==> src/sge_ram.sv <==
// Single-port-write, single-port-read stack memory with registered read data.
// No package dependencies.
module sge_ram #(
  parameter int WIDTH = 38,
  parameter int DEPTH = 64
) (
  input  logic                     clk,
  input  logic                     we,
  input  logic [$clog2(DEPTH)-1:0] waddr,
  input  logic [WIDTH-1:0]         wdata,
  input  logic                     re,
  input  logic [$clog2(DEPTH)-1:0] raddr,
  output logic [WIDTH-1:0]         rdata
);

  logic [WIDTH-1:0] mem [DEPTH];

  always_ff @(posedge clk) begin
    if (we) begin
      mem[waddr] <= wdata;
    end
  end

  always_ff @(posedge clk) begin
    if (re) begin
      rdata <= mem[raddr];
    end
  end

endmodule

==> config.mk <==
export PLATFORM = sky130hd
export DESIGN_NAME = sge_ram
export DESIGN_NICKNAME = d
export VERILOG_FILES = /design/src/sge_ram.sv
export SDC_FILE = /design/constraint.sdc
export NUM_CORES = 2
export LEC_CHECK = 0
export BUFFER_PORTS_ARGS = -buffer_cell sky130_fd_sc_hd__buf_2
export CORE_MARGIN = 2
export CORE_UTILIZATION = 57
export DETAILED_ROUTE_END_ITERATION = 16
export GPL_TIMING_DRIVEN = 0
export PLACE_DENSITY = 0.75
export SETUP_SLACK_MARGIN = 0.1
export SYNTH_ARGS = -nofsm -noshare
export SYNTH_HDL_FRONTEND = slang
export SYNTH_SLANG_ARGS = --single-unit
==> constraint.sdc <==
create_clock -name clk -period 4.25 [get_ports clk]
set_clock_uncertainty 0.2 [all_clocks]
set_input_delay 0.2125 -clock clk [delete_from_list [all_inputs] [get_ports clk]]
set_output_delay 0.2125 -clock clk [all_outputs]
set_load 0.05 [all_outputs]
### After elaboration in Yosys (flattened, before gate mapping)

Memory sizes are Yosys's and may differ from the RTL's. A register that Yosys moved wholly into a read port is not among the register bits.
Index checks and enable logic that the tools add are counted.

| word-level totals | value |
|---|---|
| bits in registers | 0 |
| RAM bits | 2432 |
| input port bits | 53 |
| logic and storage cells | 3 |
| memories | 1 |

Memory list:

| memory | depth | bits a word | rd ports | clocked after memory_dff | write ports | line | source |
|---|---|---|---|---|---|---|---|
| mem | 64 | 38 | 1 | 1 | 1 | 16 | `logic [WIDTH-1:0] mem [DEPTH];` |

| operators by class | value |
|---|---|
| multiplexer cells | 2 |

Operator list:

| cell | number |
|---|---|
| 1-bit two-way mux | 2 |

### Depth between registers and ports, before layout

| depth | value |
|---|---|
| word-level depth | 2 |
| gate-level depth with buffers | 9 |
| gate-level depth less buffers | 5 |

### Worst setup path before layout

Ideal clock, no wire load.

| timing | value |
|---|---|
| kind | input -> register |
| start point | in waddr[3] |
| end point | mem mem[48][0], enable pin |
| data arrival time | 3.340 ns |
| required time | 3.570 ns |
| slack | 0.230 ns |
| stages | 4 |
| path buffers | 1 |
| cell sequence | clkbuf_1 > nor2b_1 > nand4b_1 > nor3_1 |

RTL lines:

| what | line | source |
|---|---|---|
| from (decl) | 9 | `input logic [$clog2(DEPTH)-1:0] waddr,` |
| to (decl) | 16 |  |

Straight into the memory's write port.

==> flow_metrics.py <==
metrics = {
    "run_status": {
        "outcome": "complete, but fails checks",
        "violations": "capacitance limit, slew limit, setup timing",
    },
    "synthesis": {
        "seq_area_frac_synth": 0.795,
        "ys_warn_count": 0,
        "synth_area_sq_mm": 0.0933,
        "synthesis.nets": 4042,
        "syn_avg_cell_area_sq_um": 23.4,
        "yosysUniqueCellTypes": 30,
        "synthCells": 3989,
        "ys_seq_elements": 2470,
    },
    "layout": {
        "finalInstanceArea_sq_mm": 0.108,
        "nets": 4535,
        "drive_above_1_share": 0.287,
        "areaGrowthSynthToFinish_pct": 15.3,
        "fill_cells": 9825,
    },
    "floorplanning": {
        "io_pins": 91,
        "die-area_sq_mm": 0.167,
        "start_util": 0.574,
        "num_rows": 148,
        "die_w_um": 409,
        "fp.coreArea_sq_mm": 0.163,
        "die_y_um": 409,
    },
    "global_route": {
        "grt_pass1_vias": 48800,
        "grt_pass1_wl_um": 390000,
        "grt.overflow.total": 0,
        "grt_antenna_before_repair": 12,
        "grt_max_degree": 65,
        "grt_use_total": 0.345,
    },
    "power": {
        "powerDensity_mw_per_mm2": 472,
        "p_leak_nw": 33.6,
        "peakVddDrop_mv": 0.492,
        "design_power_total_mw": 50.8,
    },
    "job": {
        "cap_violations": 3,
    },
    "critical_path": {
        "arrival_ns": 4.57,
        "cp-start-kind": "input port",
        "end_kind": "flop",
        "timing.rr.start": "mem[7][5]",
        "rr_endpoint": "rdata[5]",
        "cp_data_required_time_ns": 4.52,
        "cp_max_fo": 10,
        "reg2reg_depth": 5,
        "r2r_setup_slack_ns": 1.00,
        "path_class": "input port to flop",
    },
    "clock_tree": {
        "cts_tree": "done",
        "root_buffer": "clkbuf_16",
        "h-tree-depth": 4,
        "clock_latency_ns": 0.91,
        "clockBufferDepth": 3,
        "clk_pin_slew_ns": 0.06,
        "cts_setup_buffers": 0,
        "cts_made_buffers": 231,
        "cts.sinks": 2470,
    },
    "routing": {
        "postRouteAntennaNets": 0,
        "drt_iter0_markers": 9735,
        "vias": 49700,
        "drc_errors": 0,
        "totalWireLength_um": 287000,
        "dr.pass1.iters": 8,
        "post_drt_wl_per_cell_um": 41.8,
        "via_per_inst": 7.25,
    },
    "sta": {
        "slew_violations": 76,
        "setup_viol": 3,
        "fmax_mhz": 232,
        "min_period_over_period": 1.01,
        "worst_slew_pin_slew_ns": 1.56,
        "fin_crit_ns": 4.30,
        "slew_headroom": -0.0409,
        "hold_violations": 0,
        "finalHoldWorstSlack_ns": 0.0146,
        "finalWorstSetupSlack_ns": -0.0545,
        "rsz0062_at_grt": "false",
        "setup-tns-final_ns": -0.107,
    },
    "place": {
        "dp_slack_ns": -0.371,
        "io_buffer_count": 84,
        "dp_hpwl_um": 179000,
        "globalplace.congestion": 0.922,
        "dpl_cell_area_sq_mm": 0.0995,
    },
    "min_path": {
        "holdPathEnd": "mem[31][11]",
        "hp-start": "wdata[11]",
        "worstHoldPathCells": 1,
        "hp-class": "input port to flop",
    },
}
[critical path, stage by stage]
cell,delay [ns]
buf_2,0.20
buf_2,0.40
buf_2,0.61
buf_1,0.90
mux4_2,0.45
a22oi_1,0.28
nand2_1,0.15
o22ai_1,0.91
nor2_1,0.41
[per-layer routing]
layer	wire length, um	track usage
met1	91500	0.449
met2	126000	0.502
met3	47100	0.129
met4	21400	0.205
met5	136	0.000287
[cell usage in the layout, fill, tap and decap left out, drive strengths merged, types with 8 or more instances in the layout]
cell type and count:
mux2 24, nand3 10, nor2b 9, clkbuf 368, dlygate4sd3 46, inv 8
clkinv 112, nor3 9, nor2 127, buf 342, mux2i 63, o22ai 100
diode 8, o221ai 32, a22oi 138, bufinv 25, nand2b 9, mux4 608
a21oi 72, nand2 76, edfxtp 2470
[state kept, by name (all words and copies together), names as in the netlist]
register  cells
mem        2432
rdata        38
[logic make-up after synthesis]
logic type             share of synthesized area
multiplexers                               0.156
AO/OA/AOI/OAI                             0.0248
AND/OR/NAND/NOR                           0.0119
buffers and inverters                     0.0120
flip-flops                                 0.795
[cell type report]
type | instances | area, sq um | area share
plain buffers | 219 | 1120 | 0.0104
well taps | 2175 | 2720 | 0.0253
clock inverters | 149 | 1600 | 0.0149
inverters | 1 | 3.75 | 0.0000349
multi-input cells | 1299 | 18500 | 0.172
flip-flops and latches | 2470 | 74200 | 0.689
clock buffers | 277 | 6000 | 0.0557
repair buffers | 260 | 3490 | 0.0324
diodes | 8 | 20.0 | 0.000186
[report_power, final]
part	internal [mW]	total (mW)	switching (mW)
Clock	11.6	20.8	9.17
Combinational	0.900	2.97	2.07
Sequential	27.0	27.1	0.0583
[synthesized netlist by cell type]
library cell | instances | area (sq um)
nand2b_1 | 9 | 56.3
clkbuf_1 | 91 | 342
nand4b_1 | 1 | 8.76
nor2b_1 | 9 | 56.3
buf_6 | 20 | 225
mux2i_1 | 63 | 631
buf_4 | 19 | 143
and2_1 | 2 | 12.5
or2_2 | 3 | 18.8
buf_2 | 61 | 305
o221ai_1 | 32 | 280
nand2_1 | 76 | 285
and3_1 | 1 | 6.26
nand3b_1 | 5 | 37.5
a21oi_1 | 72 | 360
nor2_1 | 127 | 477
a22oi_1 | 138 | 1040
or3b_2 | 4 | 35.0
o22ai_1 | 100 | 626
nand4_1 | 2 | 12.5
nor3_1 | 9 | 45.0
inv_1 | 1 | 3.75
o22a_1 | 1 | 8.76
nand3_1 | 10 | 50.1
buf_1 | 28 | 105
mux2_2 | 24 | 270
or3_1 | 2 | 12.5
edfxtp_1 | 2470 | 74200
a31oi_1 | 1 | 6.26
mux4_2 | 608 | 13700
[worst max-delay path by stage]
| stage | start | to | slack [ns] |
|---|---|---|---|
| after global placement | waddr[3] | mem[49][14] | -4.09 |
| final | raddr[1] | rdata[3] | -0.05 |
| after CTS | raddr[1] | rdata[1] | 0.49 |
| after detailed placement | raddr[1] | rdata[1] | -0.37 |
| after floorplan | waddr[3] | mem[48][0] | 0.23 |
| after global routing | raddr[1] | rdata[1] | 0.24 |
[repair_timing]
action	CTS	global route
hold buffers	39	7
hold endpoints to repair	1741	422
resized for setup	0	0
[through the flow]
stage / instances / util
2_1_floorplan: 3989 / -
3_3_place_gp: 6248 / 0.593
3_5_place_dp: 6378 / 0.612
4_1_cts: 6843 / 0.661
5_1_grt: 6850 / 0.662
6_report: 6858 / 0.662
(Power assumes the default switching activity.)
